--- config.mk ---
export PLATFORM = sky130hd
export DESIGN_NAME = ordered_value_list
export DESIGN_NICKNAME = d
export VERILOG_FILES = /design/src/hw/rtl/ovl_pkg.sv /design/src/hw/rtl/ordered_value_list.sv /design/src/hw/rtl/ovl_cell.sv
export VERILOG_INCLUDE_DIRS = /design/src /design/src/hw/rtl
export SDC_FILE = /design/constraint.sdc
export NUM_CORES = 1
export LEC_CHECK = 0
export ABC_AREA = 0
export BUFFER_PORTS_ARGS = -buffer_cell sky130_fd_sc_hd__buf_2
export CORE_MARGIN = 4
export CORE_UTILIZATION = 35
export CTS_BUF_LIST = sky130_fd_sc_hd__clkbuf_8
export CTS_CLUSTER_DIAMETER = 40
export DETAILED_ROUTE_END_ITERATION = 16
export GPL_ROUTABILITY_DRIVEN = 0
export SETUP_SLACK_MARGIN = 0.05
export SYNTH_ARGS = -nofsm -noshare
export SYNTH_HDL_FRONTEND = slang
export SYNTH_SLANG_ARGS = --single-unit
export TNS_END_PERCENT = 100
--- constraint.sdc ---
create_clock -name clock -period 10 [get_ports clock]
set_input_delay 1 -clock clock [delete_from_list [all_inputs] [get_ports clock]]
set_output_delay 1 -clock clock [all_outputs]
set_load 0.01 [all_outputs]
--- src/hw/rtl/ordered_value_list_defines.svh ---
// Assertion macros shared by the ordered value list RTL.
// Used by ordered_value_list.sv; depends on nothing else.
`ifndef ORDERED_VALUE_LIST_DEFINES_SVH
`define ORDERED_VALUE_LIST_DEFINES_SVH

// Same-cycle implication, disabled while reset is high.
`define OVL_ASSERT_IMPLY(label, clk, rst, cond, prop) \
   label: assert property (@(posedge clk) disable iff (rst) (cond) |-> (prop)) \
      else $error("ordered_value_list: same-cycle check failed");

// Next-cycle implication, disabled while reset is high.
`define OVL_ASSERT_NEXT(label, clk, rst, cond, prop) \
   label: assert property (@(posedge clk) disable iff (rst) (cond) |=> (prop)) \
      else $error("ordered_value_list: next-cycle check failed");

`endif

--- src/hw/rtl/ovl_pkg.sv ---
// Shared types and constants of the ordered value list.
// No dependencies; imported by ovl_cell and ordered_value_list.
package ovl_pkg;

   localparam int DEFAULT_CAPACITY = 16;
   localparam int VALUE_W          = 32;
   localparam int CMD_W            = 2;
   localparam int POS_W            = 4;

   // Operation codes; the fourth code means nothing and changes nothing.
   typedef enum logic [CMD_W-1:0] {
      CMD_APPEND = 2'd0,
      CMD_SEARCH = 2'd1,
      CMD_REMOVE = 2'd2
   } cmd_type;

   // Broadcast controls from the sequencer to every cell.
   typedef struct packed {
      logic capture;   // latch the compare result of the incoming request
      logic append;    // the tail cell loads the new value
      logic remove;    // cells at and after the first match take their neighbor's value
   } cell_ctrl_type;

endpackage

--- src/hw/rtl/ordered_value_list.sv ---
// Ordered value list: the request transfer registers the command, the value and
// the cell compare results; the apply step then writes the result register.
// The apply step waits while the consumer still holds off an earlier result.
// A new request is accepted only after the previous one has been applied, set by the
// compare-then-apply sequence through the cell row.
// Reset (synchronous, active high) empties the list and drops any pending result.
// The stored values are not cleared; only cells below the entry count are ever read.
`include "ordered_value_list_defines.svh"

module ordered_value_list
   import ovl_pkg::*;
#(
   parameter int CAPACITY = DEFAULT_CAPACITY
)
(
   input  logic         clock,
   input  logic         reset,
   // Request channel.
   input  logic         req_tvalid,
   output logic         req_tready,
   input  logic [31:0]  req_tdata,   // [31:0] value (signed)
   input  logic [1:0]   req_tuser,   // [1:0] cmd
   // Result channel.
   output logic         rsp_tvalid,
   input  logic         rsp_tready,
   output logic [7:0]   rsp_tdata    // [0] ok, [4:1] position, [5] is_empty, [7:6] zero
);

   localparam int CNT_W = $clog2(CAPACITY + 1);

   // The sequencer has two states. In IDLE it takes a request, and on that
   // transfer every cell compares the incoming value with its own entry and
   // keeps the outcome. In APPLY the first match is resolved along the cell
   // chain, the row shifts or loads, and the result is written to the output
   // register. APPLY waits while the output register still holds an untaken
   // result, so a new request is accepted while an older result is pending.
   typedef enum logic [1:0] {
      ST_IDLE  = 2'b01,
      ST_APPLY = 2'b10
   } state_type;

   state_type           state_ff, state_in;
   logic [CNT_W-1:0]    count_ff, count_in;
   cmd_type             cmd_ff, cmd_in;
   logic [VALUE_W-1:0]  value_ff, value_in;
   logic                rsp_valid_ff, rsp_valid_in;
   logic [7:0]          rsp_data_ff, rsp_data_in;

   logic                req_xfer;
   logic                commit;
   logic                found;
   logic                append_ok;
   logic [POS_W-1:0]    first_pos;
   cell_ctrl_type       ctrl;

   logic [CAPACITY-1:0] occupied;
   logic [CAPACITY-1:0] tail;
   logic [CAPACITY-1:0] hit_in;
   logic [CAPACITY-1:0] hit_out;
   logic [CAPACITY-1:0] first;
   logic [VALUE_W-1:0]  cell_value [CAPACITY];
   logic [VALUE_W-1:0]  next_value [CAPACITY];

   assign req_tready = (state_ff == ST_IDLE);
   assign req_xfer   = req_tvalid && req_tready;
   // The result register is free, or its result leaves in this cycle.
   assign commit     = (state_ff == ST_APPLY) && (!rsp_valid_ff || rsp_tready);

   assign found      = hit_out[CAPACITY-1];
   assign append_ok  = (count_ff < CNT_W'(CAPACITY));

   assign ctrl.capture = req_xfer;
   assign ctrl.append  = commit && (cmd_ff == CMD_APPEND);
   assign ctrl.remove  = commit && (cmd_ff == CMD_REMOVE);

   // The row of cells. Each cell passes the "match seen" flag to its right
   // neighbor and takes its neighbor's value when a removal closes the gap.
   for (genvar i = 0; i < CAPACITY; i++) begin : g_cell
      assign occupied[i] = (CNT_W'(i) < count_ff);
      assign tail[i]     = (count_ff == CNT_W'(i));
      if (i == 0) begin : g_head
         assign hit_in[i] = 1'b0;
      end else begin : g_link
         assign hit_in[i] = hit_out[i-1];
      end
      if (i == CAPACITY - 1) begin : g_last
         assign next_value[i] = cell_value[i];
      end else begin : g_next
         assign next_value[i] = cell_value[i+1];
      end

      ovl_cell u_cell (
         .clock      (clock),
         .reset      (reset),
         .ctrl       (ctrl),
         .occupied   (occupied[i]),
         .tail       (tail[i]),
         .cmp_value  (req_tdata),
         .new_value  (value_ff),
         .next_value (next_value[i]),
         .hit_in     (hit_in[i]),
         .hit_out    (hit_out[i]),
         .first      (first[i]),
         .value_out  (cell_value[i])
      );
   end

   // Binary position of the single first match; positions wrap at 16.
   always_comb begin
      first_pos = '0;
      for (int i = 0; i < CAPACITY; i++) begin
         if (first[i]) begin
            first_pos = first_pos | POS_W'(i);
         end
      end
   end

   always_comb begin
      state_in     = state_ff;
      count_in     = count_ff;
      cmd_in       = cmd_ff;
      value_in     = value_ff;
      rsp_valid_in = rsp_valid_ff;
      rsp_data_in  = rsp_data_ff;

      if (rsp_valid_ff && rsp_tready) begin
         rsp_valid_in = 1'b0;
      end

      unique case (state_ff)
         ST_IDLE: begin
            if (req_xfer) begin
               cmd_in   = cmd_type'(req_tuser);
               value_in = req_tdata;
               state_in = ST_APPLY;
            end
         end
         ST_APPLY: begin
            if (commit) begin
               rsp_data_in = '0;
               case (cmd_ff)
                  CMD_APPEND: begin
                     if (append_ok) begin
                        count_in       = count_ff + CNT_W'(1);
                        rsp_data_in[0] = 1'b1;
                     end
                  end
                  CMD_SEARCH: begin
                     if (found) begin
                        rsp_data_in[0]   = 1'b1;
                        rsp_data_in[4:1] = first_pos;
                     end
                  end
                  CMD_REMOVE: begin
                     if (found) begin
                        count_in       = count_ff - CNT_W'(1);
                        rsp_data_in[0] = 1'b1;
                     end
                  end
                  default: begin
                  end
               endcase
               rsp_data_in[5] = (count_in == '0);
               rsp_valid_in   = 1'b1;
               state_in       = ST_IDLE;
            end
         end
         default: begin
            state_in = ST_IDLE;
         end
      endcase
   end

   always_ff @(posedge clock) begin
      if (reset) begin
         state_ff     <= ST_IDLE;
         count_ff     <= '0;
         rsp_valid_ff <= 1'b0;
      end else begin
         state_ff     <= state_in;
         count_ff     <= count_in;
         rsp_valid_ff <= rsp_valid_in;
      end
   end

   always_ff @(posedge clock) begin
      cmd_ff      <= cmd_in;
      value_ff    <= value_in;
      rsp_data_ff <= rsp_data_in;
   end

   assign rsp_tvalid = rsp_valid_ff;
   assign rsp_tdata  = rsp_data_ff;

   // The entry count never exceeds the number of cells.
   `OVL_ASSERT_IMPLY(a_count_bound, clock, reset, 1'b1, count_ff <= CNT_W'(CAPACITY))
   // The match chain marks at most one first match.
   `OVL_ASSERT_IMPLY(a_single_first, clock, reset, state_ff == ST_APPLY, $onehot0(first))
   // A request transfer always moves the sequencer into the apply step.
   `OVL_ASSERT_NEXT(a_accept_apply, clock, reset, req_xfer, state_ff == ST_APPLY)
   // A successful removal shortens the list by exactly one entry.
   `OVL_ASSERT_NEXT(a_remove_count, clock, reset, ctrl.remove && found,
                    count_ff == $past(count_ff) - CNT_W'(1))

endmodule

--- src/hw/rtl/ovl_cell.sv ---
// One storage cell of the ordered value list: a value, a match flag and
// the link to its neighbors. Depends on ovl_pkg.
module ovl_cell
   import ovl_pkg::*;
(
   input  logic                 clock,
   input  logic                 reset,
   input  cell_ctrl_type        ctrl,
   input  logic                 occupied,    // this cell lies below the entry count
   input  logic                 tail,        // this cell is the first free place
   input  logic [VALUE_W-1:0]   cmp_value,   // value of the request being accepted
   input  logic [VALUE_W-1:0]   new_value,   // value of the request in progress
   input  logic [VALUE_W-1:0]   next_value,  // stored value of the following cell
   input  logic                 hit_in,      // a match was found in an earlier cell
   output logic                 hit_out,
   output logic                 first,       // this cell holds the first match
   output logic [VALUE_W-1:0]   value_out
);

   logic [VALUE_W-1:0] value_ff, value_in;
   logic               match_ff, match_in;

   assign match_in  = ctrl.capture ? (occupied && (value_ff == cmp_value)) : match_ff;
   assign hit_out   = hit_in | match_ff;
   assign first     = match_ff & ~hit_in;
   assign value_out = value_ff;

   always_comb begin
      value_in = value_ff;
      if (ctrl.append && tail) begin
         value_in = new_value;
      end else if (ctrl.remove && hit_out) begin
         value_in = next_value;
      end
   end

   always_ff @(posedge clock) begin
      if (reset) begin
         match_ff <= 1'b0;
      end else begin
         match_ff <= match_in;
      end
   end

   always_ff @(posedge clock) begin
      value_ff <= value_in;
   end

endmodule

# Word level (Yosys, flattened, before mapping)
# Index checks and enable logic that the tools add are counted.
dict set report word_totals {
  n_memories 0
  output_inout_bits 10
  romBits 0
  register_bits 576
  latch_bits 0
  wordCells 276
  ram_bits 0
  inputBits 38
}
dict set report op_classes {
  mul 0
  shifts 0
  reduce_logical 76
  n_bitwise 45
  addsub 2
  n_div 0
  n_lt_le_gt_ge 17
  n_mux 60
  eq_ne 37
}
# cell n
set ops {}
lappend ops {{32-bit two-way mux} 30}
lappend ops {{32-bit == test} 16}
lappend ops {{1-bit logical AND} 52}
lappend ops {{5-bit by 4-bit == test with 1-bit output (second input constant)} 8}
lappend ops {{4-bit by 5-bit less-than comparator with 1-bit output (first input constant)} 8}
lappend ops {{4-bit two-way mux} 8}
lappend ops {{2-bit nonzero test} 15}
lappend ops {{5-bit by 3-bit == test with 1-bit output (second input constant)} 4}
lappend ops {{3-bit by 5-bit less-than comparator with 1-bit output (first input constant)} 4}
lappend ops {{5-bit two-way mux} 4}
lappend ops {{1-bit AND} 15}
lappend ops {{1-bit inverter} 15}
lappend ops {{1-bit OR} 15}
lappend ops {{3-bit two-way mux} 4}
lappend ops {{5-bit by 2-bit == test with 1-bit output (second input constant)} 2}
lappend ops {{5-bit logical NOT} 2}
lappend ops {{1-bit by 5-bit less-than comparator with 1-bit output (first input constant)} 2}
lappend ops {{2-bit by 5-bit less-than comparator with 1-bit output (first input constant)} 2}
lappend ops {{5-bit one-hot mux with 2 select lines} 1}
lappend ops {{2-bit two-way mux} 4}
lappend ops {{2-bit AND reduction} 4}
lappend ops {{1-bit two-way mux} 7}
lappend ops {{5-bit by 1-bit adder with 5-bit output (second input constant)} 1}
lappend ops {{5-bit by 1-bit == test with 1-bit output (second input constant)} 1}
lappend ops {{11 further kinds} 13}

# Longest topological paths before layout
# Gate-level depths: netlist of the first run.
dict set report logic_depth {
  depth_word 20
  mapped_depth 9
  depth_no_buf 8
}

# Modules after synthesis
# Synthesis of the first run repeated with hierarchy kept, for this count alone.
dict set report hier_totals {
  cells_unflattened 2113
  area_unflattened_um2 30142.7
}
# module area_per_inst_um2 seq_area_each_um2 cells_per_inst instances
set modules_own_cells {}
lappend modules_own_cells {ovl_cell 1744.2 980.9 120 16}
lappend modules_own_cells {ordered_value_list 2235.9 1361.3 193 1}

# Worst setup path after synthesis of the first run
# No wires, ideal clock.
dict set report synth_timing {
  kind {input -> register}
  from {input port rsp_tready}
  to {register g_cell[12].u_cell.value_ff[0], enable pin}
  required_time_ns 9.534
  path_stages 6
  t_arrival_ns 4.194
  setup_time_ns 0.466
  n_path_buf 2
  path_slack_ns 5.340
  path_cell_list {nand2b_1 nor2b_1 clkbuf_1 nand2_1 clkbuf_1 o21ai_0}
}
dict set report synth_between {
  elab_chain_len 5
  word_cells_on_any_way 7
  cone_classes {reduce/logical: 7}
}
# element line
set synth_rtl {}
lappend synth_rtl {{start, declared} ordered_value_list.sv:25} ;# input logic rsp_tready,
lappend synth_rtl {{1-bit logical OR (*)} ordered_value_list.sv:67} ;# assign commit = (state_ff == ST_APPLY) && (!rsp_valid_ff || rsp_tready);
lappend synth_rtl {{1-bit logical AND (*)} ordered_value_list.sv:67}
lappend synth_rtl {{1-bit logical AND (on tied branches)} {ordered_value_list.sv:74, ordered_value_list.sv:73}}
lappend synth_rtl {{1-bit logical AND (on tied branches)} {ovl_cell.sv:32, ovl_cell.sv:30}}
lappend synth_rtl {{2-bit nonzero test (no source line) (*)} -}
lappend synth_rtl {{end signal, assigned} ovl_cell.sv:46} ;# value_ff <= value_in;
lappend synth_rtl {{end, declared} ovl_cell.sv:20} ;# logic [VALUE_W-1:0] value_ff, value_in;
# Every way passes the cells marked *; elsewhere a longest branch is shown, timed or not.
# A chain may end at the register's enable or synchronous reset.

# Final worst setup path of the first run
dict set report layout_timing {
  from {register cmd_ff[1]}
  to {register g_cell[5].u_cell.value_ff[13], enable pin}
}
dict set report layout_between {
  elab_chain_len 4
  word_cells_on_any_way 7
  cone_classes {eq/ne: 1; reduce/logical: 6}
}
# element line
set layout_rtl {}
lappend layout_rtl {{start, declared} ordered_value_list.sv:44} ;# cmd_type cmd_ff, cmd_in;
lappend layout_rtl {{start signal, assigned} ordered_value_list.sv:187} ;# cmd_ff <= cmd_in;
lappend layout_rtl {{2-bit == test or 2-bit logical NOT (tied branches)} {ordered_value_list.sv:74, ordered_value_list.sv:73}}
lappend layout_rtl {{1-bit logical AND (on tied branches)} {ordered_value_list.sv:74, ordered_value_list.sv:73}}
lappend layout_rtl {{1-bit logical AND (on tied branches)} {ovl_cell.sv:32, ovl_cell.sv:30}}
lappend layout_rtl {{2-bit nonzero test (no source line) (*)} -}
lappend layout_rtl {{end signal, assigned} ovl_cell.sv:46}
lappend layout_rtl {{end, declared} ovl_cell.sv:20}
# Marks and branches as above.

==> impl_metrics.csv, run 1 <==
group,metric,value,unit
outcome,outcome,"completed",
timing,setup_viol,0,
clock_network,htreeDepth,3,
detailed_routing,vias_per_cell,5.503,
die,ioPinCount,48,
clock_network,numCtsBuffers,106,
timing,fin_skew,42.55,ps
placed_design,placed_cell_area,0.03152,mm^2
setup_path,r2r-end,"g_cell[5].u_cell.value_out[13]$_DFFE_PP_",
logic_synthesis,yosysMostFrequentCell,"edfxtp_1",
clock_network,cts.repair.resized,0,
setup_path,startpoint,"cmd_ff[1]$_DFFE_PP_",
finish,multiInputGateArea,0.01234,mm^2
finish,drive_gt1_share,33.83,%
timing,setup_tns,0,ps
run,cap_violations,0,
logic_synthesis,synth_area,0.02997,mm^2
finish,final_cell_area,0.03387,mm^2
timing,rsz0062_at_grt,"false",
setup_path,critPathLaunchType,"flip-flop",
finish,fin_util,39.84,%
die,die_h,300.6,um
detailed_routing,drt_first_iter_violations,2107,
timing,fin_crit_sh,33.87,%
placed_design,dp_hpwl,64.34,mm
setup_path,regToRegSetupSlack,6610,ps
setup_path,reg2reg_from,"cmd_ff[1]$_DFFE_PP_",
die,rows,107,
power,p_leak,0.01097,uW
die,dieArea,0.09037,mm^2
clock_network,clock_sinks,576,
placed_design,io_buffers,45,
detailed_routing,drt_first_pass_iters,7,
power,total_power,5447,uW
finish,final_nets,2220,
die,initial_core_util,35.25,%
detailed_routing,drc_errors,0,
logic_synthesis,synth_top_area_share,55.31,%
clock_network,clk_pin_slew,60,ps
timing,worst_pin_slew,1286,ps
timing,max_slew_margin,14.23,%
setup_path,reg2reg_depth,8,
clock_network,insertion_delay,730,ps
logic_synthesis,synth-edff-count,552,
logic_synthesis,async_flop_share,0,%
detailed_routing,ant_nets,0,
finish,area_growth,13.03,%
logic_synthesis,yosys_warnings,0,
timing,slew_viol_final,0,
global_route,grt.total_usage,21.84,%
logic_synthesis,ys_top_cells_by_area,"edfxtp_1, mux2_2, xnor2_1",
clock_network,holdBufCountCts,0,
timing,whs,470.5,ps
logic_synthesis,synthCells,2127,
setup_path,endpoint_kind,"flip-flop",
logic_synthesis,ys_ff_latch,576,
setup_path,cp_max_fo,33,
logic_synthesis,synth.distinct_cells,55,
timing,max_freq,295.3,MHz
detailed_routing,vias,18770,
hold_path,hold_depth,1,
logic_synthesis,synth_common_cells,"edfxtp_1, mux2_2, xnor2_1",
logic_synthesis,avgSynthCellArea,14.09,um^2
global_route,grt_first_pass_wirelength,142.1,mm
hold_path,holdCritPathClass,"primary input to flip-flop",
timing,min_period,3387,ps
logic_synthesis,synth_top_flop_cell,"edfxtp_1",
detailed_routing,routed_wl,100.7,mm
clock_network,cts_root_buf,"clkbuf_8",
global_route,grt-ovfl-total,0,
logic_synthesis,yosys.area.top_type,"edfxtp_1",
detailed_routing,drt-wirelength-per-cell,29.53,um
die,die_x,300.6,um
timing,hold_viol_final,0,
global_route,grt_pass1_vias,19570,
global_route,antenna_found_initial,7,
setup_path,cp-endpoint,"g_cell[5].u_cell.value_out[13]$_DFFE_PP_",
clock_network,clock_path_buffers,3,
finish,fillerInstances,7875,
global_route,grt_max_degree,34,
finish,seqCellArea,0.01706,mm^2
die,core,0.08501,mm^2
power,vdd_drop_max,0.09590,mV
clock_network,cts_tree,"done",
logic_synthesis,yosysSeqAreaShare,56.92,%
clock_network,postCtsSetupBuffers,0,
power,power_per_cell_area,160.8,mW/mm^2
setup_path,cp_data_required_time,10330,ps
setup_path,criticalPathCategory,"flip-flop to flip-flop",
setup_path,worstPathArrival,3720,ps
-- how the worst min path moves through the flow --
| stage | start | end | slack (ps) |
|---|---|---|---|
| floorplan | g_cell[8].u_cell.match_ff$_SDFFE_PP0P_ | g_cell[8].u_cell.match_ff$_SDFFE_PP0P_ | 450 |
| global placement | g_cell[8].u_cell.match_ff$_SDFFE_PP0P_ | g_cell[8].u_cell.match_ff$_SDFFE_PP0P_ | 470 |
| detailed placement | g_cell[8].u_cell.match_ff$_SDFFE_PP0P_ | g_cell[8].u_cell.match_ff$_SDFFE_PP0P_ | 470 |
| CTS | req_tuser[1] | cmd_ff[1]$_DFFE_PP_ | 420 |
| global route | req_tuser[1] | cmd_ff[1]$_DFFE_PP_ | 440 |
| finish | req_tuser[1] | cmd_ff[1]$_DFFE_PP_ | 470 |
-- layout make-up --
type	instances	share of cell area, %
sequential	576	50.36
clock inverter	85	2.261
inverter	11	0.1219
timing repair buffer	102	1.928
clock buffer	115	4.673
antenna	2	0.01478
tap	1144	4.226
multi-input combinational	1375	36.42
-- flip-flops by register name (all words and copies together), names as in the netlist --
register                 count
rsp_tvalid                   1
g_cell.u_cell.value_out    512
rsp_tdata                    6
g_cell.u_cell.match_ff      16
cmd_ff                       2
count_ff                     5
state_ff                     2
value_ff                    32
-- through the flow --
step           worst slack, ps  cells
2_1_floorplan             5340   2128
3_3_place_gp              6225   3208
3_5_place_dp              6305   3208
4_1_cts                   6638   3408
5_1_grt                   6452   3410
6_report                  6613   3410
-- power by group --
group | leakage [uW] | internal (uW) | switching (uW)
logic | 0.00455 | 80.9 | 193
registers | 0.00517 | 2620 | 62.0
clock network | 0.00126 | 1430 | 1060
total | 0.0110 | 4140 | 1310
-- critical path, cell delays in order (launching register included) --
cell and delay [ps]:
edfxtp_1 440, inv_1 120, ha_1 530, nor2b_1 600, and4b_1 400, nand2_1 80, buf_4 280, nand2_1 120
buf_4 410
-- placed cells by master, fill, tap and decap left out, types with 22 or more instances in the layout --
cell	count
dfxtp_1	24
a21oi_1	23
nand4_1	91
nor2_1	28
nand2_1	32
xor2_1	207
clkinv_1	22
mux2_2	480
nor4_1	71
xnor2_1	306
clkbuf_8	115
buf_4	57
buf_2	45
edfxtp_1	552
inv_1	32
-- per-layer routing --
metal  routed length, um  up-vias  GRT usage, %
met5                   0        -             0
met1               38710     9578         26.27
met2               50950      900         38.64
met3                6569      257         3.403
li1                    -     8031             -
met4                4487        0         9.782
-- logic make-up (layout without fill, tap and decap cells) --
logic type | after synthesis | count (layout) | synth area share, %
adders and majority gates | 10 | 10 | 0.4175
buffers and inverters | 177 | 313 | 2.321
AOI/OAI and AO/OA | 82 | 82 | 1.783
muxes | 482 | 482 | 18.10
xor gates and xnor gates | 513 | 513 | 14.99
other | 1 | 4 | 0.01251
and+or+nand+nor | 286 | 286 | 5.453
DFF | 576 | 576 | 56.92
No activity file was read; power rests on OpenSTA's default activity.
==> inputs of run 2 (changes only) <==
--- a/config.mk
+++ b/config.mk
@@ -6,7 +6,7 @@
 export SDC_FILE = /design/constraint.sdc
 export NUM_CORES = 1
 export LEC_CHECK = 0
-export ABC_AREA = 0
+export ABC_AREA = 1
 export BUFFER_PORTS_ARGS = -buffer_cell sky130_fd_sc_hd__buf_2
 export CORE_MARGIN = 4
 export CORE_UTILIZATION = 35
==> constraint.sdc (replaced) <==
create_clock -name clock -period 2.9 [get_ports clock]
set_input_delay 0.29 -clock clock [delete_from_list [all_inputs] [get_ports clock]]
set_output_delay 0.29 -clock clock [all_outputs]
set_load 0.01 [all_outputs]
==> run 2 against run 1 <==
Effect of this change: final area decreased by 0.98%; register-to-register slack got worse by 6300 ps; combinational power increased to 4.2 times the previous value; maximum frequency increased by 31%; routed wire length decreased by 6.1%; sequential power increased to 3.4 times the previous value; synthesized area decreased by 0.52%; non-clock buffer count increased by 52.
==> impl_metrics.csv, run 2 <==
group,metric,value,unit
logic_synthesis,yosys_warnings,0,
logic_synthesis,synth_area,0.02981,mm^2
logic_synthesis,synth-simple-area-share,15.25,%
detailed_routing,drc_errors,0,
global_route,grt-ovfl-total,0,
logic_synthesis,synth-xor-area-share,9.725,%
global_route,grt.total_usage,20.72,%
die,dieArea,0.08991,mm^2
timing,max_freq,386.3,MHz
finish,largest_reg_flops,512,
logic_synthesis,async_flop_share,0,%
clock_network,insertion_delay,720,ps
logic_synthesis,avgSynthCellArea,9.729,um^2
run,cap_violations,0,
logic_synthesis,synthMuxAreaShare,0,%
logic_synthesis,synth_common_cells,"nand2_1, edfxtp_1, o21ai_0",
finish,finalNonFillerCells,4319,
die,rows,106,
setup_path,reg2reg_depth,4,
setup_path,critPathLaunchType,"flip-flop",
clock_network,cts_root_buf,"clkbuf_8",
power,vdd_drop_max,0.3301,mV
global_route,antenna_found_initial,2,
finish,area_growth,12.51,%
timing,min_period,2589,ps
timing,max_slew_margin,33.33,%
setup_path,endpoint_kind,"flip-flop",
detailed_routing,ant_nets,0,
placed_design,io_buffers,45,
logic_synthesis,yosysMostFrequentCell,"nand2_1",
timing,fin_skew,41.70,ps
logic_synthesis,yosys.area.top_type,"edfxtp_1",
setup_path,cp-endpoint,"g_cell[1].u_cell.value_out[8]$_DFFE_PP_",
detailed_routing,vias,22500,
die,ioPinCount,48,
die,die_x,299.8,um
placed_design,dp_cells,4128,
logic_synthesis,synth_top_flop_cell,"edfxtp_1",
logic_synthesis,synth_compound_area_share,12.15,%
finish,final_nets,3158,
hold_path,holdCritPathClass,"primary input to flip-flop",
detailed_routing,drt-wirelength-per-cell,21.88,um
logic_synthesis,ys_top_cells_by_area,"edfxtp_1, nand2_1, o21ai_0",
detailed_routing,routed_wl,94.52,mm
clock_network,cts_tree,"done",
clock_network,htreeDepth,3,
finish,final_cell_mix,"nand2_1, edfxtp_1, o21ai_0",
logic_synthesis,ys_ff_latch,576,
setup_path,regToRegSetupSlack,310,ps
clock_network,clock_sinks,576,
setup_path,startpoint,"cmd_ff[0]$_DFFE_PP_",
global_route,grt_pass1_vias,21180,
logic_synthesis,synth_top_family_by_area,"simple AND/OR/NAND/NOR gates",
detailed_routing,vias_per_cell,5.210,
detailed_routing,drt_first_pass_iters,6,
power,p_leak,0.01270,uW
setup_path,r2r-end,"g_cell[1].u_cell.value_out[8]$_DFFE_PP_",
die,die_h,299.8,um
logic_synthesis,synthCells,3064,
setup_path,criticalPathCategory,"flip-flop to flip-flop",
logic_synthesis,synth_adder_area_share,0.4197,%
logic_synthesis,synth-edff-count,552,
detailed_routing,drt_first_iter_violations,2392,
setup_path,worstPathArrival,2920,ps
clock_network,clock_path_buffers,3,
die,initial_core_util,35.45,%
timing,fin_crit_sh,89.27,%
timing,slew_viol_final,0,
finish,layout_commonest_cell,"nand2_1",
die,core,0.08409,mm^2
clock_network,cts.repair.resized,0,
setup_path,cp_max_fo,32,
global_route,grt_first_pass_wirelength,137.5,mm
logic_synthesis,synth_top_area_share,55.60,%
clock_network,numCtsBuffers,104,
timing,whs,63.40,ps
outcome,outcome,"completed",
logic_synthesis,yosysSeqAreaShare,57.21,%
timing,rsz0062_at_grt,"false",
clock_network,clk_pin_slew,60,ps
power,power_per_cell_area,525.0,mW/mm^2
setup_path,reg2reg_from,"cmd_ff[0]$_DFFE_PP_",
logic_synthesis,synth.distinct_cells,47,
global_route,grt_max_degree,66,
timing,setup_viol,0,
setup_path,cp_data_required_time,3230,ps
placed_design,dp_hpwl,73.63,mm
timing,worst_pin_slew,996.3,ps
timing,hold_viol_final,0,
finish,drive_gt1_share,10.18,%
run 2: how the worst min path moves through the flow:
stage                     cells past startpoint              startpoint  slack, ps                                         to
after floorplan                               0            req_tuser[0]        390                        cmd_ff[0]$_DFFE_PP_
after detailed placement                      0  value_ff[22]$_DFFE_PP_        440  g_cell[15].u_cell.value_out[22]$_DFFE_PP_
after global routing                          2           req_tdata[19]         30                     value_ff[19]$_DFFE_PP_
after CTS                                     2           req_tdata[19]          2                     value_ff[19]$_DFFE_PP_
final                                         2           req_tdata[19]         60                     value_ff[19]$_DFFE_PP_
after global placement                        0   value_ff[2]$_DFFE_PP_        430   g_cell[15].u_cell.value_out[2]$_DFFE_PP_
run 2: logic make-up (layout without fill, tap and decap cells):
kind of cell    count (synthesis)  after routing
other cells                     1              4
flops                         576            576
compound gates                682            682
fa+ha+maj                      10             10
simple gates                 1083           1083
xor+xnor                      331            331
buf+inv                       381            499
run 2: per-layer routing:
metal / vias up / GRT usage (%) / routed length, um
met1: 10550 / 28.02 / 39880
met5: - / 0 / 0
met3: 218 / 3.574 / 7791
met2: 1070 / 32.63 / 42040
met4: 0 / 9.531 / 4809
li1: 10660 / - / -
run 2: metrics by stage:
stage	cell area [um^2]	utilization [%]	setup TNS, ps	setup slack, ps	power (uW)
6_report	33540	39.89	0	311.1	17610
5_1_grt	33540	39.89	0	69.12	18160
4_1_cts	33510	39.86	0	285.0	17710
3_5_place_dp	31500	37.46	0	276.6	10370
3_3_place_gp	31500	37.46	0	253.5	10360
2_1_floorplan	29830	-	-24710	-180.4	9822
run 2: critical path, stage by stage (launching register included):
cell	delay, ps
edfxtp_1	420
inv_1	110
ha_1	300
nand2_1	440
o21ai_4	930
run 2: final cells by class:
class	instances	area [um^2]
fillers	8387	50540
flip-flops and latches	576	17060
multi-input cells	2108	11330
clock buffers	105	1445
well taps	1134	1419
repair buffers	154	1161
inverters	166	625.6
clock inverters	74	500.5
diodes	2	5.005
run 2: report_power, final:
part | switching [uW] | internal (uW)
clock | 3480 | 3900
combinational | 860 | 292
sequential | 34.7 | 9040
run 2: repair_timing:
| item | in CTS | in global routing |
|---|---|---|
| setup endpoints to repair | 0 | 1 |
| hold endpoints to repair | 11 | 0 |
| hold buffers | 7 | 0 |
| setup buffers | 0 | 3 |
